$ cat config.mk
export PLATFORM = sky130hd
export DESIGN_NAME = gdi_ram
export DESIGN_NICKNAME = d
export VERILOG_FILES = /design/src/hw/rtl/gdi_ram.sv
export SDC_FILE = /design/constraint.sdc
export NUM_CORES = 1
export LEC_CHECK = 0
export BUFFER_PORTS_ARGS = -buffer_cell sky130_fd_sc_hd__buf_2
export CORE_MARGIN = 2
export CORE_UTILIZATION = 55
export CTS_CLUSTER_DIAMETER = 200
export DETAILED_ROUTE_END_ITERATION = 8
export PLACE_DENSITY = 0.7
export SYNTH_ARGS = -nofsm -noshare
export SYNTH_HDL_FRONTEND = slang
export SYNTH_SLANG_ARGS = --single-unit
$ cat constraint.sdc
create_clock -name clk_i -period 3.3 [get_ports clk_i]
set_input_delay 0.66 -clock clk_i [delete_from_list [all_inputs] [get_ports clk_i]]
set_output_delay 0.66 -clock clk_i [all_outputs]
set_load 0.01 [all_outputs]
$ cat src/hw/rtl/gdi_ram.sv
// generic single write port, single read port ram with registered read
`default_nettype none

module gdi_ram #(
  parameter int   WIDTH = 32,
  parameter int   DEPTH = 32,
  localparam int  AddrW = $clog2(DEPTH)
) (
  input  wire logic             clk_i,
  input  wire logic             we_i,
  input  wire logic [AddrW-1:0] waddr_i,
  input  wire logic [WIDTH-1:0] wdata_i,
  input  wire logic [AddrW-1:0] raddr_i,
  output logic      [WIDTH-1:0] rdata_o
);

  logic [WIDTH-1:0] mem_q [DEPTH];

  always_ff @(posedge clk_i) begin
    if (we_i) begin
      mem_q[waddr_i] <= wdata_i;
    end
    rdata_o <= mem_q[raddr_i];
  end

endmodule

`default_nettype wire

After elaboration in Yosys (flattened, before gate mapping) --
Memories as Yosys holds them, arrays and structs flattened. A register that Yosys moved wholly into a read port is not among the register bits. Cells that the tools add are included.
Storage, ports and cells: flip-flop bits (word level) 0, memory bits (writable) 1024, input bits 44, output and inout bits 32, word-level logic and storage cells 3, memories 1
Memories:
- mem_q | words 32, width 32, read ports 1, clocked after memory_dff 1, write ports 1, line 17 | logic [WIDTH-1:0] mem_q [DEPTH];
Cells by class: mux-type cells 2
Operator list (count):
- 1-bit 2-to-1 mux | 2

Depth between registers and ports, before layout --
Gate-level depths: netlist of run 1.
depth after elaboration 2, mapped depth 8, mapped depth without buffers 5

Least setup slack after synthesis of run 1 --
Ideal clock, no wire load.
kind in2reg, from input waddr_i[1], to memory mem_q[12][0], enable pin, setup time 0.421 ns, arrival 2.673 ns, required time 2.879 ns, slack 0.206 ns, stages 3, buffers on the path 1, cells stage by stage or3b_2 -> clkbuf_1 -> nor2_1
RTL lines:
- start, declared | line 11 | input wire logic [AddrW-1:0] waddr_i,
- end, declared | line 17
No word-level cell before the write port.

Final worst setup path of run 1 --
from input waddr_i[1], to memory mem_q[0][18], enable pin
No word-level cell before the write port.

==> run summary, run 1 <==
Status = finished clean
Clock transition at path regs = 60 ps
Max IR drop VDD = 0.393 mV
Final layout net count = 2,462
Sequential share of the synthesized area = 77.5%
PwrDens = 597 nW/um^2
Mean Syn Cell Area = 17.9 sq um
Setup WS pre-CTS = 631 ps
Hold WC Path Type = in2reg
Yosys top cell area share = 76.0%
DR vias = 21.5k
Pins over their slew limit = 0
Fmax achieved = 486 MHz
Final WS setup = 1240 ps
Final worst-path cycle share = 62.3%
Die width = 275 um
Setup_tns = 0 ps
Worst Tran Pin Value = 1090 ps
Share of cells above drive strength 1 = 14.5%
Final Skew = 16.7 ps
Final Hold Slack = 501 ps
Io pins = 76
Cell taking the most area after synthesis = edfxtp_1
Root buf cell = clkbuf_16
Num CTS Buffers = 101
RSZ-0062 raised after global routing = false
Synth Register Bits = 1,056
Post-layout min period = 2060 ps
Total grt overflow = 0
CP Capture Type = flip-flop
Area Overhead vs Synth = 13.5%
Core Area = 73,000 sq um
Die ar. = 75,800 sq um
Post-Syn Area = 40,500 sq um
First-pass GRT wire length = 141 mm
Post-Syn Instances = 2,260
Clk_lat worst skew = 650 ps
Max FO, Critical Path = 21
Crit start category = primary input
Detailed-placement wirelength estimate = 52.7 mm
Initial Util = 55.5%
Synthesized Nets = 2,304
Routed wire length = 97.6 mm
WP data arrival = 2390 ps
Routed Antenna Nets = 0
Gpl congestion = 0.795
Slew margin rel. = 27.2%
P_leak = 16.1 nW
Post-cts gate resize count = 0
Total Routing Usage GR = 26.0%
CTS tree = yes
Setup Viol. Count Final = 0
Antenna violations before repair = 7
Final hold vios = 0
Number of global-route vias before repair = 21.5k
CTS sink cnt = 1,056
Synth Warn # = 0
Vias/cell = 6.21
Routed WL per cell = 28.3 um
DRC Markers = 0
Row count = 99
Drt pass-1 iters = 5
Die span in y = 275 um
Synth top area cells = edfxtp_1 76%, mux2i_1 13%, a22oi_1 1.8%
Initial DRC count = 2,401
Number of hold buffers added after cts = 0
Yosys cell types = 25
Largest net degree at the start of global routing = 79
Number of port buffers = 75
CP required = 3640 ps
H-tree levels = 3
Clock Tree Buf Depth = 3
Max Cap Viol = 0
Critical path class = in2reg
Post-CTS setup buffer count = 0
[routing by layer]
metal	up-vias	share of wire, %	global-route usage (%)
li1	9284	-	-
met1	11100	40	35.1
met2	926	49	42.8
met3	182	7.8	4.80
met4	8	3.1	9.08
met5	-	0.058	0
[registers in the layout, summed over array words and instances, names as in the netlist]
| register | count |
|---|---|
| rdata_o | 32 |
| mem_q | 1024 |
[cells by family after synthesis]
kind of cell | share of synthesized area (%)
muxes | 12.7
DFF | 77.5
AOI/OAI and AO/OA | 4.85
and+or+nand+nor | 3.10
buffers and inverters | 1.86
[layout by cell type, fill, tap and decap left out, drive strengths merged]
cell	count
edfxtp	1024
mux2i	512
buf	182
clkbuf	133
nand3	98
nand2	98
a22oi	96
a21oi	96
a22o	64
clkinv	39
nor2	34
nor3	32
a31oi	32
dfxtp	32
bufinv	6
nand3b	5
or3b	3
nand2b	2
diode	1
or3	1
and2b	1
nor2b	1
and2	1
or2	1
clkinvlp	1
[stage by stage]
step,area [sq um],utilization (%),power (mW),instances
after floorplan,40500,-,16.0,2260
after CTS,46000,63.0,27.6,3453
after detailed placement,42800,58.7,16.7,3274
final,46000,63.0,27.5,3454
after global placement,42800,58.7,16.7,3274
after global routing,46000,63.0,28.2,3453
[synthesized netlist by cell type]
library cell / n
edfxtp_1: 1024
mux2i_1: 512
nand2_1: 98
nand3_1: 98
a21oi_1: 96
a22oi_1: 96
a22o_1: 64
clkbuf_1: 46
nor2_1: 34
buf_4: 33
a31oi_1: 32
dfxtp_1: 32
nor3_1: 32
buf_2: 26
buf_6: 15
buf_1: 5
nand3b_1: 5
or3b_2: 3
clkbuf_4: 2
nand2b_1: 2
and2_1: 1
and2b_1: 1
nor2b_1: 1
or2_2: 1
or3_1: 1
[critical path, cell delays in order]
cell	delay, ps
buf_2	120
or3b_2	710
nor2_4	580
buf_12	300
[cell type report]
class | count | area (sq um)
Sequential cell | 1056 | 31400
Fill cell | 4976 | 27000
Multi-Input combinational cell | 1077 | 8610
Clock buffer | 133 | 2770
Timing Repair Buffer | 182 | 1630
Tap cell | 959 | 1200
Clock inverter | 46 | 364
Antenna cell | 1 | 2.50
[power breakdown]
part | switching [mW] | internal [mW]
registers | 0.0728 | 14.9
clock network | 4.70 | 6.33
logic | 0.944 | 0.491
total | 5.72 | 21.7
[final timing paths]
kind                                from                     end  slack [ps]  cells after the start
setup / recovery              waddr_i[1]  mem_q[0][18]$_DFFE_PP_        1240                      4
hold / removal               wdata_i[22]  mem_q[8][22]$_DFFE_PP_         500                      1
setup reg to reg   mem_q[1][5]$_DFFE_PP_      rdata_o[5]$_DFF_P_        1750                      5
hold reg to reg   mem_q[16][3]$_DFFE_PP_      rdata_o[3]$_DFF_P_         600                      4
No activity file was read; power rests on OpenSTA's default activity.
==> run 2, diff against run 1 <==
--- a/config.mk
+++ b/config.mk
@@ -5,6 +5,7 @@
 export SDC_FILE = /design/constraint.sdc
 export NUM_CORES = 1
 export LEC_CHECK = 0
+export ABC_AREA = 1
 export BUFFER_PORTS_ARGS = -buffer_cell sky130_fd_sc_hd__buf_2
 export CORE_MARGIN = 2
 export CORE_UTILIZATION = 55
==> constraint.sdc (replaced) <==
create_clock -name clk_i -period 1.8 [get_ports clk_i]
set_input_delay 0.36 -clock clk_i [delete_from_list [all_inputs] [get_ports clk_i]]
set_output_delay 0.36 -clock clk_i [all_outputs]
set_load 0.01 [all_outputs]
==> run summary, run 2 <==
Setup WS pre-CTS = 24.9 ps
Crit start category = flip-flop
Num CTS Buffers = 101
Min-delay src = wdata_i[27]
Total power = 51.0 mW
Sequential share of the synthesized area = 74.0%
Simple-gate share of the synthesized area = 22.2%
CP required = 1440 ps
Hold WC Path Type = in2reg
Sw Share = 22.1%
Portion of netlist area occupied by mux cells = 0%
Critical path class = reg2out
Finished Layout Cells = 4,802
CP top delay family = flip-flops
Io pins = 76
Worst Tran Pin Value = 580 ps
Post-Syn Area = 42,400 sq um
CTS sink cnt = 1,056
Setup_tns = 0 ps
Fillcell total = 5,529
Adder-cell share of the synthesized area = 0%
Post-layout min period = 1750 ps
Status = finished clean
DR vias = 27.7k
Pint = 39.8 mW
Top cells by count, synth = 1,440 x nand2_1, 1,024 x edfxtp_1, 780 x nand3_1, 83 x buf_2, 66 x buf_6
Asr flop ratio synth = 0%
Clock transition at path regs = 70 ps
DRC Markers = 0
Number of port buffers = 75
CP max stage cell = dfxtp_1
Synth top area cells = edfxtp_1 73%, nand2_1 13%, nand3_1 9.2%
Critical Path Source = rdata_o[16]$_DFF_P_
Clk_lat worst skew = 670 ps
Synth Warn # = 0
Clock Tree Buf Depth = 3
Number of global-route vias before repair = 26.6k
Total Routing Usage GR = 27.8%
Largest net degree at the start of global routing = 62
Number of flip-flops in the largest register = 1,024
Antenna violations before repair = 6
Final Cell Area = 48,700 sq um
Largest reg by FF count = mem_q
DP Area = 45,500 sq um
Buf/Inv on CP = 1
Slew margin rel. = 61.4%
H-tree levels = 3
Yosys top cell area share = 72.5%
Main flop type after synthesis = edfxtp_1
First-pass GRT wire length = 163 mm
Largest regs = mem_q: 1024 flops, rdata_o: 32 flops
Core Area = 76,100 sq um
RSZ-0062 raised after global routing = false
Final layout net count = 3,732
Worst path cell trace = buf_2
Routed Antenna Nets = 0
Beginning of the worst register-to-register path = mem_q[5][15]$_DFFE_PP_
Most common cell after layout, fill and taps aside = nand2_1
Detailed-placement wirelength estimate = 60.3 mm
Logic pwr share = 6.6%
Area of the multi-input gates = 9670 sq um
P_leak = 18.0 nW
Initial Util = 55.7%
CP Capture Type = output pin
Initial DRC count = 3,115
Gpl congestion = 0.798
Final Skew = 27.4 ps
Most frequent cells in the layout = 1,440 x nand2_1, 1,024 x edfxtp_1, 780 x nand3_1, 103 x buf_12, 102 x clkbuf_16
Routed WL per cell = 22.6 um
Reg power frac = 53.9%
Final WS setup = 53.7 ps
Final worst-path cycle share = 97.0%
Most instantiated library cell after synthesis = nand2_1
Row count = 101
Max Cap Viol = 0
Synthesized Nets = 3,580
WP data arrival = 1390 ps
Die width = 282 um
Die ar. = 79,300 sq um
Fin util = 64.0%
Final hold vios = 0
Placed Cells = 4,615
Fmax achieved = 573 MHz
Share of cells above drive strength 1 = 11.6%
Pins over their slew limit = 0
Vias/cell = 5.78
Yosys cell types = 14
Drt pass-1 iters = 5
Peak per-stage delay on the critical path = 520 ps
Die span in y = 282 um
Area Overhead vs Synth = 14.8%
Post-Syn Instances = 3,536
Total grt overflow = 0
Cell taking the most area after synthesis = edfxtp_1
Final Hold Slack = 186 ps
Post-Synth XOR/XNOR Area = 0%
Max IR drop VDD = 0.713 mV
Synth Register Bits = 1,056
Setup Viol. Count Final = 0
Number of synthesized flops with an enable pin = 1,024
Synth Area in Compound Gates = 0%
Sw Pwr = 11.3 mW
Mean Syn Cell Area = 12.0 sq um
PwrDens = 1050 nW/um^2
Routed wire length = 108 mm
Largest family of logic cells by synthesized area = simple AND/OR/NAND/NOR gates
CTS tree = yes
Post-CTS setup buffer count = 0
Root buf cell = clkbuf_16
FF+latch area = 31,400 sq um
Max FO, Critical Path = 1
Clock network power share = 39.5%
==> run 2: kinds of logic after synthesis <==
kind of cell / after synthesis
simple gates: 2252
flops: 1056
buf+inv: 228
==> run 2: cell type report <==
class / instances / share of cell area, %
Tap cell: 1030 / 2.65
Clock inverter: 50 / 0.861
Clock buffer: 136 / 5.55
Antenna cell: 1 / 0.00514
Sequential cell: 1056 / 64.5
Multi-Input combinational cell: 2252 / 19.9
Inverter: 10 / 0.139
Timing Repair Buffer: 267 / 6.44
==> run 2: what timing repair did <==
item	4_1_cts	5_1_grt
hold buffers	0	0
setup endpoints to repair	0	2
gates resized for setup	0	2
endpoints found under the hold margin	0	0
==> run 2: final timing paths <==
check,to,slack [ps],cells after the start
setup / recovery,rdata_o[16],50,1
hold / removal,mem_q[17][27]$_DFFE_PP_,190,1
setup reg to reg,rdata_o[15]$_DFF_P_,630,8
hold reg to reg,rdata_o[27]$_DFF_P_,730,8
==> run 2: power by group through the flow <==
stage                     registers [mW]  clock network [mW]  logic, mW
after floorplan                     28.0                   0       1.89
after global placement              28.0                   0       3.30
after detailed placement            28.0                   0       3.36
after CTS                           27.5                20.4       3.38
after global routing                27.5                21.2       3.71
final                               27.5                20.2       3.39
==> run 2: layer usage <==
metal | part of all wire [%] | track usage (%) | wire [um]
met1 | 40 | 38.0 | 43200
met2 | 47 | 44.2 | 51400
met3 | 8.8 | 4.86 | 9490
met4 | 3.9 | 12.0 | 4250
met5 | 0.038 | 0 | 41
