===== src/hw/rtl/gdi_pkg.sv =====
// package: sizes, command codes and the operand bundle of the interpolation unit
`default_nettype none

package gdi_pkg;

  localparam int ENERGY_POINTS = 32;
  localparam int ANGMOM_POINTS = 32;

  localparam int DATA_W  = 32;
  localparam int CMD_W   = 2;
  localparam int ROWIN_W = 5;
  localparam int COLIN_W = 5;

  localparam int ROW_W  = $clog2(ENERGY_POINTS);
  localparam int COL_W  = $clog2(ANGMOM_POINTS);
  localparam int CELLS  = ENERGY_POINTS * ANGMOM_POINTS;
  localparam int CELL_W = $clog2(CELLS);
  localparam int IDX_W  = (ROW_W > COL_W) ? ROW_W : COL_W;

  localparam int OP_W   = DATA_W + 1;
  localparam int PROD_W = 2 * OP_W;
  localparam int CNT_W  = $clog2(OP_W);

  typedef enum logic [CMD_W-1:0] {
    CMD_WRITE_ENERGY = 2'd0,
    CMD_WRITE_ANGMOM = 2'd1,
    CMD_WRITE_DELTA  = 2'd2,
    CMD_QUERY        = 2'd3
  } cmd_e;

  typedef struct packed {
    logic signed [DATA_W-1:0] x;
    logic signed [DATA_W-1:0] x0;
    logic signed [DATA_W-1:0] x1;
    logic signed [DATA_W-1:0] y0;
    logic signed [DATA_W-1:0] y1;
  } lerp_req_t;

endpackage

`default_nettype wire


===== src/hw/rtl/gdi_lerp.sv =====
// shared interpolation unit: shift-add multiply then restoring divide, one bit a cycle
`default_nettype none

module gdi_lerp (
  input  wire logic                            clk_i,
  input  wire logic                            rst_ni,
  input  wire logic                            start_i,
  input  wire gdi_pkg::lerp_req_t              req_i,
  output logic                                 done_o,
  output logic signed [gdi_pkg::DATA_W-1:0]    result_o
);

  import gdi_pkg::*;

  typedef enum logic [2:0] {
    L_IDLE = 3'b001,
    L_MUL  = 3'b010,
    L_DIV  = 3'b100
  } lstate_e;

  lstate_e                   state_q, state_d;
  logic [CNT_W-1:0]          cnt_q;
  logic [PROD_W-1:0]         mcand_q, acc_q, acc_nx;
  logic [OP_W-1:0]           mplier_q, den_q, low_q, quo_q;
  logic [OP_W:0]             rem_q, rem_sh, rem_sub;
  logic                      neg_q, qbit, last;
  logic signed [DATA_W-1:0]  y0_q;
  logic signed [OP_W-1:0]    den, num, dy;
  logic [OP_W-1:0]           numc, mag, qfin;
  logic signed [OP_W:0]      sum;

  assign den  = OP_W'(req_i.x1) - OP_W'(req_i.x0);
  assign num  = OP_W'(req_i.x)  - OP_W'(req_i.x0);
  assign dy   = OP_W'(req_i.y1) - OP_W'(req_i.y0);
  assign numc = num[OP_W-1] ? '0 : ((num > den) ? den : num);
  assign mag  = dy[OP_W-1] ? OP_W'(-dy) : OP_W'(dy);

  assign last    = (cnt_q == CNT_W'(OP_W - 1));
  assign acc_nx  = mplier_q[0] ? acc_q + mcand_q : acc_q;
  assign rem_sh  = {rem_q[OP_W-1:0], low_q[OP_W-1]};
  assign qbit    = (rem_sh >= {1'b0, den_q});
  assign rem_sub = qbit ? rem_sh - {1'b0, den_q} : rem_sh;
  assign qfin    = {quo_q[OP_W-2:0], qbit};
  assign sum     = neg_q ? (OP_W+1)'(y0_q) - (OP_W+1)'(qfin)
                         : (OP_W+1)'(y0_q) + (OP_W+1)'(qfin);

  always_comb begin
    state_d = state_q;
    case (state_q)
      L_IDLE: begin
        if (start_i && !(den[OP_W-1] || den == '0)) state_d = L_MUL;
      end
      L_MUL: begin
        if (last) state_d = L_DIV;
      end
      L_DIV: begin
        if (last) state_d = L_IDLE;
      end
      default: state_d = L_IDLE;
    endcase
  end

  always_ff @(posedge clk_i or negedge rst_ni) begin
    if (!rst_ni) begin
      state_q <= L_IDLE;
      cnt_q   <= '0;
      done_o  <= 1'b0;
    end else begin
      state_q <= state_d;
      done_o  <= 1'b0;
      case (state_q)
        L_IDLE: begin
          cnt_q <= '0;
          if (start_i && state_d == L_IDLE) done_o <= 1'b1;
        end
        L_MUL: begin
          cnt_q <= last ? '0 : cnt_q + 1'b1;
        end
        L_DIV: begin
          cnt_q <= cnt_q + 1'b1;
          if (last) done_o <= 1'b1;
        end
        default: cnt_q <= '0;
      endcase
    end
  end

  always_ff @(posedge clk_i) begin
    case (state_q)
      L_IDLE: begin
        if (start_i) begin
          mcand_q  <= PROD_W'(mag);
          mplier_q <= numc;
          acc_q    <= '0;
          den_q    <= den;
          neg_q    <= dy[OP_W-1];
          y0_q     <= req_i.y0;
          quo_q    <= '0;
          result_o <= req_i.y0;
        end
      end
      L_MUL: begin
        acc_q    <= acc_nx;
        mcand_q  <= mcand_q << 1;
        mplier_q <= mplier_q >> 1;
        if (last) begin
          rem_q <= {1'b0, acc_nx[PROD_W-1:OP_W]};
          low_q <= acc_nx[OP_W-1:0];
        end
      end
      L_DIV: begin
        rem_q <= rem_sub;
        low_q <= low_q << 1;
        quo_q <= qfin;
        if (last) result_o <= sum[DATA_W-1:0];
      end
      default: ;
    endcase
  end

endmodule

`default_nettype wire


===== config.mk =====
export PLATFORM = sky130hd
export DESIGN_NAME = gdi_lerp
export DESIGN_NICKNAME = d
export VERILOG_FILES = /design/src/hw/rtl/gdi_pkg.sv /design/src/hw/rtl/gdi_lerp.sv
export SDC_FILE = /design/constraint.sdc
export NUM_CORES = 1
export LEC_CHECK = 0
export BUFFER_PORTS_ARGS = -buffer_cell sky130_fd_sc_hd__buf_2
export CAP_MARGIN = 20
export CORE_MARGIN = 5
export CORE_UTILIZATION = 35
export DETAILED_ROUTE_END_ITERATION = 12
export PLACE_DENSITY = 0.64
export SETUP_SLACK_MARGIN = 0.15
export SYNTH_ARGS = -nofsm -noshare
export SYNTH_HDL_FRONTEND = slang
export SYNTH_SLANG_ARGS = --single-unit

===== constraint.sdc =====
create_clock -name clk_i -period 6.7 [get_ports clk_i]
set_input_delay 0.335 -clock clk_i [delete_from_list [all_inputs] [get_ports clk_i]]
set_output_delay 0.335 -clock clk_i [all_outputs]
set_load 0.05 [all_outputs]

======== Word level (Yosys, flattened, before mapping) ========
Index checks and enable logic that the tools add are counted.
cells by class
  add/subtract/negate cells ............... 9
  $lt $le $gt $ge ......................... 2
  equality and inequality tests ........... 8
  muxes and demuxes ....................... 30
  reduce and logical (&&, ||, !) cells .... 13
operators with widths
  cell                                                                    number
  66-bit case mux with 2 select lines                                     2
  33-bit two-way mux                                                      7
  66-bit two-way mux                                                      3
  33-bit case mux with 2 select lines                                     3
  32-bit by 32-bit subtractor with 33-bit output                          3
  32-bit two-way mux                                                      3
  66-bit adder                                                            1
  32-bit case mux with 2 select lines                                     1
  31-bit case mux with 2 select lines                                     1
  34-bit by 33-bit >= comparator with 1-bit output                        1
  33-bit greater-than comparator                                          1
  33-bit logical NOT                                                      1
  33-bit negation                                                         1
  33-bit subtractor                                                       1
  32-bit adder                                                            1
  32-bit subtractor                                                       1
  31-bit two-way mux                                                      1
  6-bit case mux with 2 select lines                                      1
  3-bit two-way mux                                                       3
  3-bit case mux with 3 select lines                                      1
  2-bit AND reduction                                                     4
  6-bit by 1-bit adder with 6-bit output (second input constant)          1
  3-bit by 1-bit equality test with 1-bit output (second input constant)  2
  6-bit equality test (second input constant)                             1
  11 further kinds                                                        17
storage, ports and cells
  flip-flop bits (word level) ............. 370
  input port bits ......................... 163
  output and inout bits ................... 33
  word-level logic and storage cells ...... 75

======== Logic depth before layout (Yosys ltp) ========
Gate-level depths: netlist of run 1.
  depth in word-level cells ............... 11
  depth in mapped cells ................... 33
  gate-level depth less buffers ........... 30

======== Worst setup path after synthesis of run 1 ========
OpenSTA, ideal clock, no wires.
  kind .................................... reg2reg
  from .................................... register rem_q[1]
  to ...................................... register result_o[30] (netlist name), data pin
  library setup time ...................... 267 ps
  arrival ................................. 6496 ps
  data required time ...................... 6433 ps
  slack ................................... -62 ps
  cell stages (with the launch flop) ...... 30
  path buffers ............................ 3
  clock period less this slack ............ 6762 ps
  cells stage by stage .................... edfxtp_1 -> ha_1 -> nor2b_1 -> o21ai_0 -> a21boi_0 -> o21ai_0 -> o21ai_0 -> a221oi_1 -> o41ai_1 -> a31o_2 -> clkbuf_1 -> inv_1 -> clkbuf_1 -> clkbuf_1 -> ha_1 -> nor2_1 -> xnor2_1 -> ha_1 -> a21o_1 -> a21o_1 -> a211oi_1 -> o21bai_1 -> a31oi_1 -> o21ai_0 -> a221o_1 -> a211oi_1 -> o21ai_0 -> a31oi_1 -> xor2_1 -> o21ai_0
between the ends
  word-level cells in the longest chain between the ends .. 5
  elaborated cells on any way between the ends .. 6
  those cells by class .................... add/sub: 2; order compare: 1; mux: 3
RTL lines
  what                                                      line                            source
  from (decl)                                               gdi_lerp.sv:25                  logic [OP_W:0] rem_q, rem_sh, rem_sub;
  from (signal assigned)                                    gdi_lerp.sv:107                 rem_q <= {1'b0, acc_nx[PROD_W-1:OP_W]};
  from (signal assigned)                                    gdi_lerp.sv:112                 rem_q <= rem_sub;
  34-bit by 33-bit >= comparator with 1-bit output (*)      gdi_lerp.sv:41                  assign qbit = (rem_sh >= {1'b0, den_q});
  32-bit adder / 32-bit subtractor (equally long branches)  gdi_lerp.sv:45, gdi_lerp.sv:44
  32-bit two-way mux (*)                                    gdi_lerp.sv:44                  assign sum = neg_q ? (OP_W+1)'(y0_q) - (OP_W+1)'(qfin)
  32-bit two-way mux (*)                                    gdi_lerp.sv:115                 if (last) result_o <= sum[DATA_W-1:0];
  32-bit case mux with 2 select lines (*)                   gdi_lerp.sv:89                  case (state_q)
  to (signal assigned)                                      gdi_lerp.sv:99                  result_o <= req_i.y0;
  to (signal assigned)                                      gdi_lerp.sv:115
  to (decl)                                                 gdi_lerp.sv:10                  output logic signed [gdi_pkg::DATA_W-1:0] result_o
Every way passes the cells marked *; elsewhere a longest branch is shown, timed or not. The select of a mux whose other input is x is not followed.
A chain may end at the register's enable or synchronous reset.

======== Worst setup path in the final report of run 1 ========
  from .................................... register rem_q[1]
  to ...................................... register result_o[31] (netlist name), data pin
Same word-level chain as after synthesis.

==> metrics.log, run 1 <==
[metrics] switching share of power: 0.405
[metrics] number of buffers on the longest clock path: 3
[metrics] DR WL/cell: 16.6 um
[metrics] largest family of logic cells by synthesized area: compound AO/OA/AOI/OAI gates
[metrics] worst-path fanout max: 4
[metrics] number of diodes added for antenna fixing: 0
[metrics] fraction of synthesized area in multiplexers: 0.0297
[metrics] standard-cell row count: between 100 and 150
[metrics] Comb power frac: 0.498
[metrics] Max Cap Viol: 0
[metrics] post-detail-place hpwl: 55900 um
[metrics] final worst path period share: 0.911
[metrics] IR Drop Worst-Case VDD: 0.219 mV
[metrics] antenna violations before repair: 0
[metrics] nets: roughly 3800
[metrics] largest cells by area after synthesis: sky130_fd_sc_hd__edfxtp_1, sky130_fd_sc_hd__ha_1, sky130_fd_sc_hd__a21oi_1, sky130_fd_sc_hd__xnor2_1, sky130_fd_sc_hd__nor2_1
[metrics] most frequent cells in the layout: sky130_fd_sc_hd__edfxtp_1, sky130_fd_sc_hd__a21oi_1, sky130_fd_sc_hd__nor2_1, sky130_fd_sc_hd__ha_1, sky130_fd_sc_hd__nand2_1
[metrics] Setup-failing EPs final: 0
[metrics] FMAX: 164 MHz
[metrics] number of nets in the synthesized netlist: 3627
[metrics] final worst-path setup slack: 0.597 ns
[metrics] number of clock buffers inserted by TritonCTS: 45
[metrics] flops & latches, synth: between 300 and 400
[metrics] library cell used as clock root buffer: sky130_fd_sc_hd__clkbuf_16
[metrics] total I/O pin count: approximately 200
[metrics] adder and majority gate portion of the synthesized area: 0.116
[metrics] xor and xnor fraction of the mapped netlist area: 0.0742
[metrics] die area: 0.0895 mm2
[metrics] number of global-route vias before repair: roughly 23000
[metrics] RSZ-0062 raised after global routing: false
[metrics] share of flip-flops with an asynchronous set or reset: 0.0270
[metrics] post-layout minimum cycle time: 6.10 ns
[metrics] Power Density: 385 mW/mm2
[metrics] total number of vias: 24100
[metrics] share of power burned in registers: 0.291
[metrics] type of the tightest min-delay check: in -> reg
[metrics] initial cell density of the core: 0.351
[metrics] final estimated routing congestion in global placement: 0.881
[metrics] leading cell type in the layout, fill and taps excluded: sky130_fd_sc_hd__edfxtp_1
[metrics] P&R area growth vs syn: 14.2%
[metrics] CTS tree: yes
[metrics] data arrival at the endpoint of the critical path: 6.42 ns
[metrics] leakage dissipation: about 14 nW
[metrics] CTS HTree Levels: 2
[metrics] Critical Path Slowest Stage Cell: sky130_fd_sc_hd__edfxtp_1
[metrics] Yosys top cell by area: sky130_fd_sc_hd__edfxtp_1
[metrics] largest net degree at the start of global routing: 112
[metrics] detail-routed via count per cell: 5.36
[metrics] required time of the worst setup path: 7.02 ns
[metrics] Die Y-Extent: 299 um
[metrics] dpl ws: 0.165 ns
[metrics] Placed Cells incl. Taps: 4384
[metrics] Rel. slew slack: 0.353
[metrics] # clock sinks: 370
[metrics] die outline width: 299 um
[metrics] Hold Fails Final Rpt: 0
[metrics] number of routed nets with antenna violations: 0
[metrics] element type at the critical path end: flip-flop
[metrics] synthesized instance count: 3196
[metrics] compound-gate portion of the synthesized area: 0.208
[metrics] post-CTS clock slew at the launch and capture registers of the worst setup and hold paths: approximately 0.06 ns
[metrics] max-slew violation count: 0
[metrics] Total Wirelength: 74500 um
[metrics] clock latency of the later-clocked register in the worst-skew pair: approximately 0.6 ns
[metrics] share of cells above drive strength 1: 0.105
[metrics] result of the run: finished clean
[metrics] global-route wire length before repair: approximately 120000 um
[metrics] crit-path max cell delay: between 0.4 and 0.5 ns
[metrics] net switching power figure: 5.21 mW
[metrics] port buffer count: 195
[metrics] classification of the worst setup path: reg -> reg
[metrics] simple-gate portion of the synthesized area: 0.151
[metrics] Avg Cell Area, Syn: 9.15 um2
[metrics] flip-flop cell with the highest count after synthesis: sky130_fd_sc_hd__edfxtp_1
[metrics] DRC violations left: 0
[metrics] final clock skew: 0.0393 ns
[metrics] number of DRC markers in iteration 0: 1533
[metrics] Post-Route Setup TNS: 0 ns
[metrics] aggregate global routing overflow: 0
[metrics] number of warnings reported in the yosys synthesis log: 0
[metrics] family with the most delay on the worst path: compound AO/OA/AOI/OAI gates
[metrics] element type at the critical path start: flip-flop
[metrics] count of flip-flops with a built-in enable after synthesis: 360
[metrics] post-synthesis instance area: 0.0293 mm2
[metrics] number of unique standard cell types used by synthesis: 86
[metrics] slew at the pin with the worst max-slew slack: about 0.97 ns
[metrics] first drt pass iteration count: 6
[metrics] Buf/Inv on CP: 3
[metrics] post-synth top area share: 0.369
[metrics] placeable core region: 0.0833 mm2
[metrics] Total Routing Usage GR: 0.159
[metrics] Seq/Total Area, Yosys: 0.378
[metrics] internal power summed over all cells: 7.65 mW
[metrics] most repeated library cell on the critical path: sky130_fd_sc_hd__ha_1
[metrics] share of total power in the clock network: 0.211
[metrics] final non-filler cell total: 4496
[repair_timing]
| action | CTS | global route |
|---|---|---|
| hold buffers | 28 | 0 |
| gates resized for setup | 1 | 18 |
| pin swaps | 1 | 5 |
| endpoints found under the hold margin | 37 | 0 |
| buffers inserted | 0 | 1 |
| endpoints found under the setup margin | 2 | 9 |
[Yosys cell counts, types with 9 or more instances]
library cell / instances
sky130_fd_sc_hd__a211oi_1: 57
sky130_fd_sc_hd__a21boi_0: 11
sky130_fd_sc_hd__a21o_1: 116
sky130_fd_sc_hd__a21oi_1: 329
sky130_fd_sc_hd__a31oi_1: 30
sky130_fd_sc_hd__and2_1: 51
sky130_fd_sc_hd__and3_1: 46
sky130_fd_sc_hd__clkbuf_1: 111
sky130_fd_sc_hd__dfrtp_1: 9
sky130_fd_sc_hd__edfxtp_1: 360
sky130_fd_sc_hd__ha_1: 262
sky130_fd_sc_hd__inv_1: 211
sky130_fd_sc_hd__mux2i_1: 79
sky130_fd_sc_hd__nand2_1: 226
sky130_fd_sc_hd__nand2b_1: 29
sky130_fd_sc_hd__nand3_1: 53
sky130_fd_sc_hd__nand4_1: 34
sky130_fd_sc_hd__nor2_1: 313
sky130_fd_sc_hd__nor2b_1: 36
sky130_fd_sc_hd__nor3_1: 43
sky130_fd_sc_hd__nor4_1: 17
sky130_fd_sc_hd__o211ai_1: 16
sky130_fd_sc_hd__o21a_1: 25
sky130_fd_sc_hd__o21ai_0: 192
sky130_fd_sc_hd__o21bai_1: 42
sky130_fd_sc_hd__o31ai_1: 42
sky130_fd_sc_hd__o41ai_1: 14
sky130_fd_sc_hd__or2_2: 14
sky130_fd_sc_hd__or3_1: 18
sky130_fd_sc_hd__or4_1: 12
sky130_fd_sc_hd__xnor2_1: 161
sky130_fd_sc_hd__xor2_1: 87
[worst reg2reg max path: cells and delay by family (launching register included)]
family | cells | cell delay [ns]
xor+xnor | 1 | 0.19
simple gates | 7 | 0.95
buf+inv | 3 | 0.41
compound gates | 16 | 3.05
fa+ha+maj | 3 | 0.81
flops | 1 | 0.42
[sequential cells by signal (all words and copies together) (netlist names)]
name and count:
cnt_q 6, neg_q 1, rem_q 33, acc_q 66
den_q 33, quo_q 31, state_q 3, mplier_q 33
mcand_q 66, low_q 33, y0_q 32, result_o 32
done_o 1
[metrics by stage]
step | util | power [mW] | cell area, um2 | hold WS, ns
3_5_place_dp | 0.377 | 10.1 | 31400 | 0.219
3_3_place_gp | 0.377 | 10.0 | 31400 | 0.216
5_1_grt | 0.401 | 13.8 | 33400 | 0.0172
4_1_cts | 0.401 | 12.9 | 33400 | 0.0113
6_report | 0.401 | 12.9 | 33400 | 0.0324
2_1_floorplan | - | 8.63 | 29300 | 0.0394
[cell families after synthesis]
family	Yosys count
buf+inv	332
compound gates	966
mux	86
simple gates	926
xor+xnor	248
fa+ha+maj	268
flops	370
[power groups by stage]
stage	logic [mW]	clock network (mW)	registers, mW
3_5_place_dp	6.32	0	3.79
2_1_floorplan	4.75	0	3.88
4_1_cts	6.37	2.77	3.75
5_1_grt	7.12	2.86	3.80
6_report	6.40	2.71	3.75
3_3_place_gp	6.25	0	3.78
[final cells by class]
type | instances | area [um2]
Fill cell | 8312 | 49900
Multi-Input combinational cell | 2494 | 17000
Sequential cell | 370 | 11100
Timing Repair Buffer | 257 | 1520
Tap cell | 1080 | 1350
Clock buffer | 50 | 1140
Inverter | 212 | 796
Clock inverter | 33 | 498
[path summary, 6_finish.rpt]
kind                       cells after the start  slack, ns      endpoint       from
setup / recovery                              30       0.60  result_o[31]   rem_q[1]
hold / removal                                 1       0.03      y0_q[29]  req_i[61]
setup reg to reg                              30       0.60  result_o[31]   rem_q[1]
hold reg to reg                                1       0.47      cnt_q[0]   cnt_q[0]
max in group asynchronous                      2       6.28    state_q[0]     rst_ni
min in group asynchronous                      2       0.16    state_q[1]     rst_ni
[layer usage]
layer	vias to the layer above	routed length [um]	global-route usage
li1	12100	-	-
met4	0	1450	0.0332
met2	502	34000	0.265
met3	84	3380	0.0214
met5	-	0	0
met1	11400	35700	0.221
Note: power is estimated with default switching activity, not from simulation.
==> run 2, diff against run 1 <==
--- a/config.mk
+++ b/config.mk
@@ -10,4 +10,5 @@
 export CORE_MARGIN = 5
 export CORE_UTILIZATION = 35
+export CTS_BUF_LIST = sky130_fd_sc_hd__clkbuf_2
 export DETAILED_ROUTE_END_ITERATION = 12
 export PLACE_DENSITY = 0.64
==> constraint.sdc (replaced) <==
create_clock -name clk_i -period 6.7 [get_ports clk_i]
set_input_delay 0.335 -clock clk_i [delete_from_list [all_inputs] [get_ports clk_i]]
set_output_delay 0.335 -clock clk_i [all_outputs]
set_load 0.02 [all_outputs]
==> metrics.log, run 2 (synthesis results as in run 1) <==
[metrics] result of the run: finished clean
[metrics] initial cell density of the core: 0.351
[metrics] R2R Path End: result_o[28]
[metrics] final worst-path setup slack: roughly 0.6 ns
[metrics] DRC violations left: 0
[metrics] RSZ-0062 raised after global routing: false
[metrics] final worst path period share: 0.910
[metrics] total I/O pin count: 196
[metrics] global-route wire length before repair: between 100000 and 150000 um
[metrics] CP Launch Point: rem_q[1]
[metrics] number of buffers on the longest clock path: 3
[metrics] slack of the worst reg-to-reg path: about 0.60 ns
[metrics] port buffer count: 195
[metrics] antenna violations before repair: 2
[metrics] die outline width: 299 um
[metrics] Total Wirelength: 77100 um
[metrics] classification of the worst setup path: reg -> reg
[metrics] Die Y-Extent: 299 um
[metrics] final estimated routing congestion in global placement: roughly 0.88
[metrics] share of cells above drive strength 1: 0.120
[metrics] leading cell type in the layout, fill and taps excluded: sky130_fd_sc_hd__edfxtp_1
[metrics] # clock sinks: 370
[metrics] CTS tree: yes
[metrics] nets: between 4000 and 5000
[metrics] CTS HTree Levels: 3
[metrics] Pwr Total: 11.9 mW
[metrics] post-detail-place hpwl: between 50000 and 60000 um
[metrics] detail-routed via count per cell: 5.28
[metrics] standard-cell row count: 106
[metrics] Hold Fails Final Rpt: 0
[metrics] dpl ws: 0.165 ns
[metrics] Setup-failing EPs final: 0
[metrics] most frequent cells in the layout: sky130_fd_sc_hd__edfxtp_1, sky130_fd_sc_hd__a21oi_1, sky130_fd_sc_hd__nor2_1, sky130_fd_sc_hd__ha_1, sky130_fd_sc_hd__nand2_1
[metrics] final core occ: 0.414
[metrics] Power Density: 346 mW/mm2
[metrics] number of clock buffers inserted by TritonCTS: 101
[metrics] post-CTS clock slew at the launch and capture registers of the worst setup and hold paths: ~0.1 ns
[metrics] Critical Path Slowest Stage Cell: sky130_fd_sc_hd__edfxtp_1
[metrics] IR Drop Worst-Case VDD: 0.237 mV
[metrics] clock latency of the later-clocked register in the worst-skew pair: 1.16 ns
[metrics] data arrival at the endpoint of the critical path: just under 7 ns
[metrics] library cell used as clock root buffer: sky130_fd_sc_hd__clkbuf_2
[metrics] element type at the critical path end: flip-flop
[metrics] aggregate global routing overflow: 0
[metrics] first drt pass iteration count: 6
[metrics] Max Cap Viol: 0
[metrics] type of the tightest min-delay check: in -> reg
[metrics] placeable core region: 0.0833 mm2
[metrics] element type at the critical path start: flip-flop
[metrics] Worst Hold Margin: 0.132 ns
[metrics] number of routed nets with antenna violations: 0
[metrics] DR WL/cell: about 16 um
[metrics] Rel. slew slack: 0.362
[metrics] leakage dissipation: 14.7 nW
[metrics] die area: 0.0895 mm2
[metrics] total number of vias: between 20000 and 30000
[metrics] required time of the worst setup path: 7.48 ns
[metrics] Total Routing Usage GR: 0.165
[metrics] slew at the pin with the worst max-slew slack: 0.954 ns
[metrics] end point of the critical path: result_o[28]
[metrics] start of the worst register-to-register path: rem_q[1]
[metrics] post-layout minimum cycle time: 6.10 ns
[metrics] number of DRC markers in iteration 0: 1422
[metrics] max-slew violation count: 0
[metrics] depth of the worst register-to-register path: 31
[metrics] P&R area growth vs syn: 17.7%
[metrics] number of global-route vias before repair: 24600
[metrics] crit-path max cell delay: ~0.43 ns
[metrics] FMAX: roughly 160 MHz
[metrics] final clock skew: 0.150 ns
[metrics] largest registers ranked by flip-flop count: acc_q x66, mcand_q x66
[metrics] largest net degree at the start of global routing: 112
[metrics] worst-path fanout max: 4
[metrics] Post-Route Setup TNS: 0 ns
run 2: cell types whose count changed in the layout (fill, tap and decap cells not counted), moves of 2 or more:
cell,delta
sky130_fd_sc_hd__clkinv_8,-2
sky130_fd_sc_hd__o21ai_1,-3
sky130_fd_sc_hd__clkinv_1,+22
sky130_fd_sc_hd__clkbuf_1,-5
sky130_fd_sc_hd__bufinv_16,-8
sky130_fd_sc_hd__dlygate4sd3_1,+168
sky130_fd_sc_hd__clkbuf_16,-45
sky130_fd_sc_hd__o21ai_0,+3
sky130_fd_sc_hd__clkbuf_2,+139
sky130_fd_sc_hd__diode_2,+2
run 2: worst max-delay path, delay by kind of cell (launching register included):
kind            cells  cell delay [ns]
buf+inv             4             0.56
fa+ha+maj           3             0.73
xor+xnor            2             0.30
simple gates        5             0.59
compound gates     17             3.17
flops               1             0.43
run 2: per-layer routing:
| metal | global-route usage | share of wire | vias up |
|---|---|---|---|
| met5 | 0 | 0 | - |
| met4 | 0.0436 | 0.017 | 0 |
| met3 | 0.0272 | 0.054 | 83 |
| met2 | 0.278 | 0.46 | 654 |
| met1 | 0.222 | 0.46 | 11800 |
| li1 | - | - | 12600 |
run 2: cell type report:
cell class	count	area (um2)
clock inverter	45	279
sequential	370	11100
tap	1080	1350
antenna	2	5.00
fill	8262	48800
multi-input combinational	2494	17000
timing repair buffer	425	3210
inverter	212	796
clock buffer	139	696
run 2: how the worst min path moves through the flow:
stage / start / end / cells after the start
after detailed placement: rst_ni / done_o / 1
after floorplan: rst_ni / cnt_q[0] / 0
after global routing: req_i[29] / mcand_q[29] / 5
after CTS: req_i[124] / mplier_q[28] / 6
final: req_i[37] / result_o[5] / 4
after global placement: rst_ni / done_o / 1
run 2: power breakdown:
group / internal [mW] / leakage (nW) / total (mW) / switching [mW]
logic: 2.64 / 10.4 / 6.45 / 3.82
clock network: 0.695 / 0.719 / 1.72 / 1.02
registers: 3.44 / 3.57 / 3.74 / 0.299
run 2: stage by stage:
step / instances / instance area [um2]
finish: 4767 / 34400
floorplan: 3196 / 29300
detailed placement: 4384 / 31400
global placement: 4384 / 31400
CTS: 4764 / 34400
global route: 4767 / 34400
run 2: repair_timing:
action	CTS	global route
hold endpoints to repair	186	0
gates resized for setup	1	16
setup buffers	0	1
pin swaps	1	5
setup endpoints to repair	1	8
hold buffers	196	0
==> run 3, diff against run 2 <==
- CTS_BUF_LIST: sky130_fd_sc_hd__clkbuf_2 -> unset
- SKIP_CTS_REPAIR_TIMING: unset -> 1
==> metrics.log, run 3 (synthesis results as in run 1) <==
[metrics] share of power burned in registers: 0.293
[metrics] Hold Fails Final Rpt: 0
[metrics] number of buffers on the longest clock path: 3
[metrics] post-detail-place hpwl: 55900 um
[metrics] number of clock buffers inserted by TritonCTS: 45
[metrics] Power Density: roughly 380 mW/mm2
[metrics] sequential cell area in the final layout: 0.0111 mm2
[metrics] # clock sinks: 370
[metrics] FMAX: 164 MHz
[metrics] antenna violations before repair: 0
[metrics] P&R area growth vs syn: 14.2%
[metrics] type of the tightest min-delay check: in -> reg
[metrics] number of diodes added for antenna fixing: 0
[metrics] most frequent cells in the layout: sky130_fd_sc_hd__edfxtp_1, sky130_fd_sc_hd__a21oi_1, sky130_fd_sc_hd__nor2_1, sky130_fd_sc_hd__ha_1, sky130_fd_sc_hd__nand2_1
[metrics] leading cell type in the layout, fill and taps excluded: sky130_fd_sc_hd__edfxtp_1
[metrics] CTS HTree Levels: 2
[metrics] port buffer count: ~200
[metrics] net switching power figure: 5.12 mW
[metrics] total I/O pin count: approximately 200
[metrics] CTS tree: yes
[metrics] placeable core region: 0.0833 mm2
[metrics] number of global-route vias before repair: 23000
[metrics] nets: 3811
[metrics] die area: 0.0895 mm2
[metrics] Setup-failing EPs final: 0
[metrics] multi-input combinational cell area: 0.0170 mm2
[metrics] most repeated library cell on the critical path: sky130_fd_sc_hd__ha_1
[metrics] initial cell density of the core: 0.351
[metrics] largest net degree at the start of global routing: 112
[metrics] library cell used as clock root buffer: sky130_fd_sc_hd__clkbuf_16
[metrics] number of routed nets with antenna violations: 0
[metrics] max-slew violation count: 0
[metrics] detail-routed via count per cell: 5.35
[metrics] global-route wire length before repair: 119000 um
[metrics] cell area reported after detailed placement: 0.0314 mm2
[metrics] final estimated routing congestion in global placement: 0.881
[metrics] clock latency of the later-clocked register in the worst-skew pair: 0.60 ns
[metrics] aggregate global routing overflow: 0
[metrics] slack of the worst reg-to-reg path: 0.59 ns
[metrics] post-CTS clock slew at the launch and capture registers of the worst setup and hold paths: 0.06 ns
[metrics] switching share of power: 0.401
[metrics] RSZ-0062 raised after global routing: true
[metrics] Pwr Total: 12.8 mW
[metrics] Post-Route Setup TNS: 0 ns
[metrics] element type at the critical path start: flip-flop
[metrics] final core occ: 0.401
[metrics] Max Cap Viol: 0
[metrics] largest registers ranked by flip-flop count: acc_q x66, mcand_q x66
[metrics] internal power summed over all cells: 7.65 mW
[metrics] crit-path max cell delay: slightly above 0.4 ns
[metrics] IR Drop Worst-Case VDD: 0.220 mV
[metrics] standard-cell row count: 106
[metrics] post-layout minimum cycle time: about 6.1 ns
[metrics] share of total power in the clock network: 0.212
[metrics] classification of the worst setup path: reg -> reg
[metrics] total number of vias: roughly 24000
[metrics] data arrival at the endpoint of the critical path: roughly 6.4 ns
[metrics] final worst path period share: 0.912
[metrics] worst-path fanout max: 4
[metrics] required time of the worst setup path: around 7 ns
[metrics] Comb power frac: 0.494
[metrics] Die Y-Extent: approximately 300 um
[metrics] Filler Cells Inserted: 8320
[metrics] final clock skew: roughly 0.037 ns
[metrics] DRC violations left: 0
[metrics] Total Routing Usage GR: 0.158
[metrics] first drt pass iteration count: 5
[metrics] share of cells above drive strength 1: 0.105
[metrics] finished layout cell area: 0.0334 mm2
[metrics] die outline width: 299 um
[metrics] Critical Path Slowest Stage Cell: sky130_fd_sc_hd__edfxtp_1
[metrics] result of the run: finished clean
[metrics] DR WL/cell: 16.6 um
[metrics] leakage dissipation: 14.1 nW
[metrics] Rel. slew slack: 0.360
[metrics] slew at the pin with the worst max-slew slack: roughly 0.96 ns
[metrics] number of DRC markers in iteration 0: 1494
[metrics] element type at the critical path end: flip-flop
[metrics] final worst-path setup slack: 0.587 ns
[metrics] dpl ws: between 0.15 and 0.2 ns
[metrics] Total Wirelength: between 70000 and 80000 um
-- run 3: critical path, delay by kind of cell, from the launching register on --
family	cells	cell delay [ns]
buf+inv	3	0.41
fa+ha+maj	3	0.81
compound gates	16	3.09
xor+xnor	1	0.19
simple gates	7	0.93
flops	1	0.41
-- run 3: metal layers --
| layer | GRT usage | up-vias | share of wire |
|---|---|---|---|
| met1 | 0.220 | 11400 | 0.48 |
| met4 | 0.0329 | 0 | 0.018 |
| li1 | - | 12100 | - |
| met2 | 0.264 | 517 | 0.46 |
| met5 | 0 | - | 0 |
| met3 | 0.0213 | 78 | 0.046 |
-- run 3: path summary, 6_finish.rpt --
path,start,end,cells after the start
max,rem_q[1],result_o[31],30
min,req_i[61],y0_q[29],1
max reg2reg,rem_q[1],result_o[31],30
min reg2reg,cnt_q[0],cnt_q[0],1
max in group asynchronous,rst_ni,state_q[0],2
min in group asynchronous,rst_ni,cnt_q[5],2
-- run 3: power groups by stage --
stage / Combinational [mW] / Sequential (mW) / Clock [mW]
after floorplan: 4.75 / 3.79 / 0
after global placement: 6.16 / 3.78 / 0
after detailed placement: 6.24 / 3.79 / 0
after CTS: 6.27 / 3.75 / 2.77
after global routing: 7.03 / 3.80 / 2.86
final: 6.31 / 3.75 / 2.71
-- run 3: stage by stage --
| stage | hold WS [ns] | cells |
|---|---|---|
| after floorplan | 0.0394 | 3196 |
| after global placement | 0.216 | 4384 |
| after detailed placement | 0.219 | 4384 |
| after CTS | -0.397 | 4467 |
| after global routing | 0.0172 | 4496 |
| final | 0.0299 | 4496 |
-- run 3: layout make-up --
class | instances | area share
Clock buffer | 50 | 0.0343
Clock inverter | 33 | 0.0149
Inverter | 212 | 0.0238
Multi-Input combinational cell | 2494 | 0.510
Sequential cell | 370 | 0.331
Tap cell | 1080 | 0.0404
Timing Repair Buffer | 257 | 0.0456
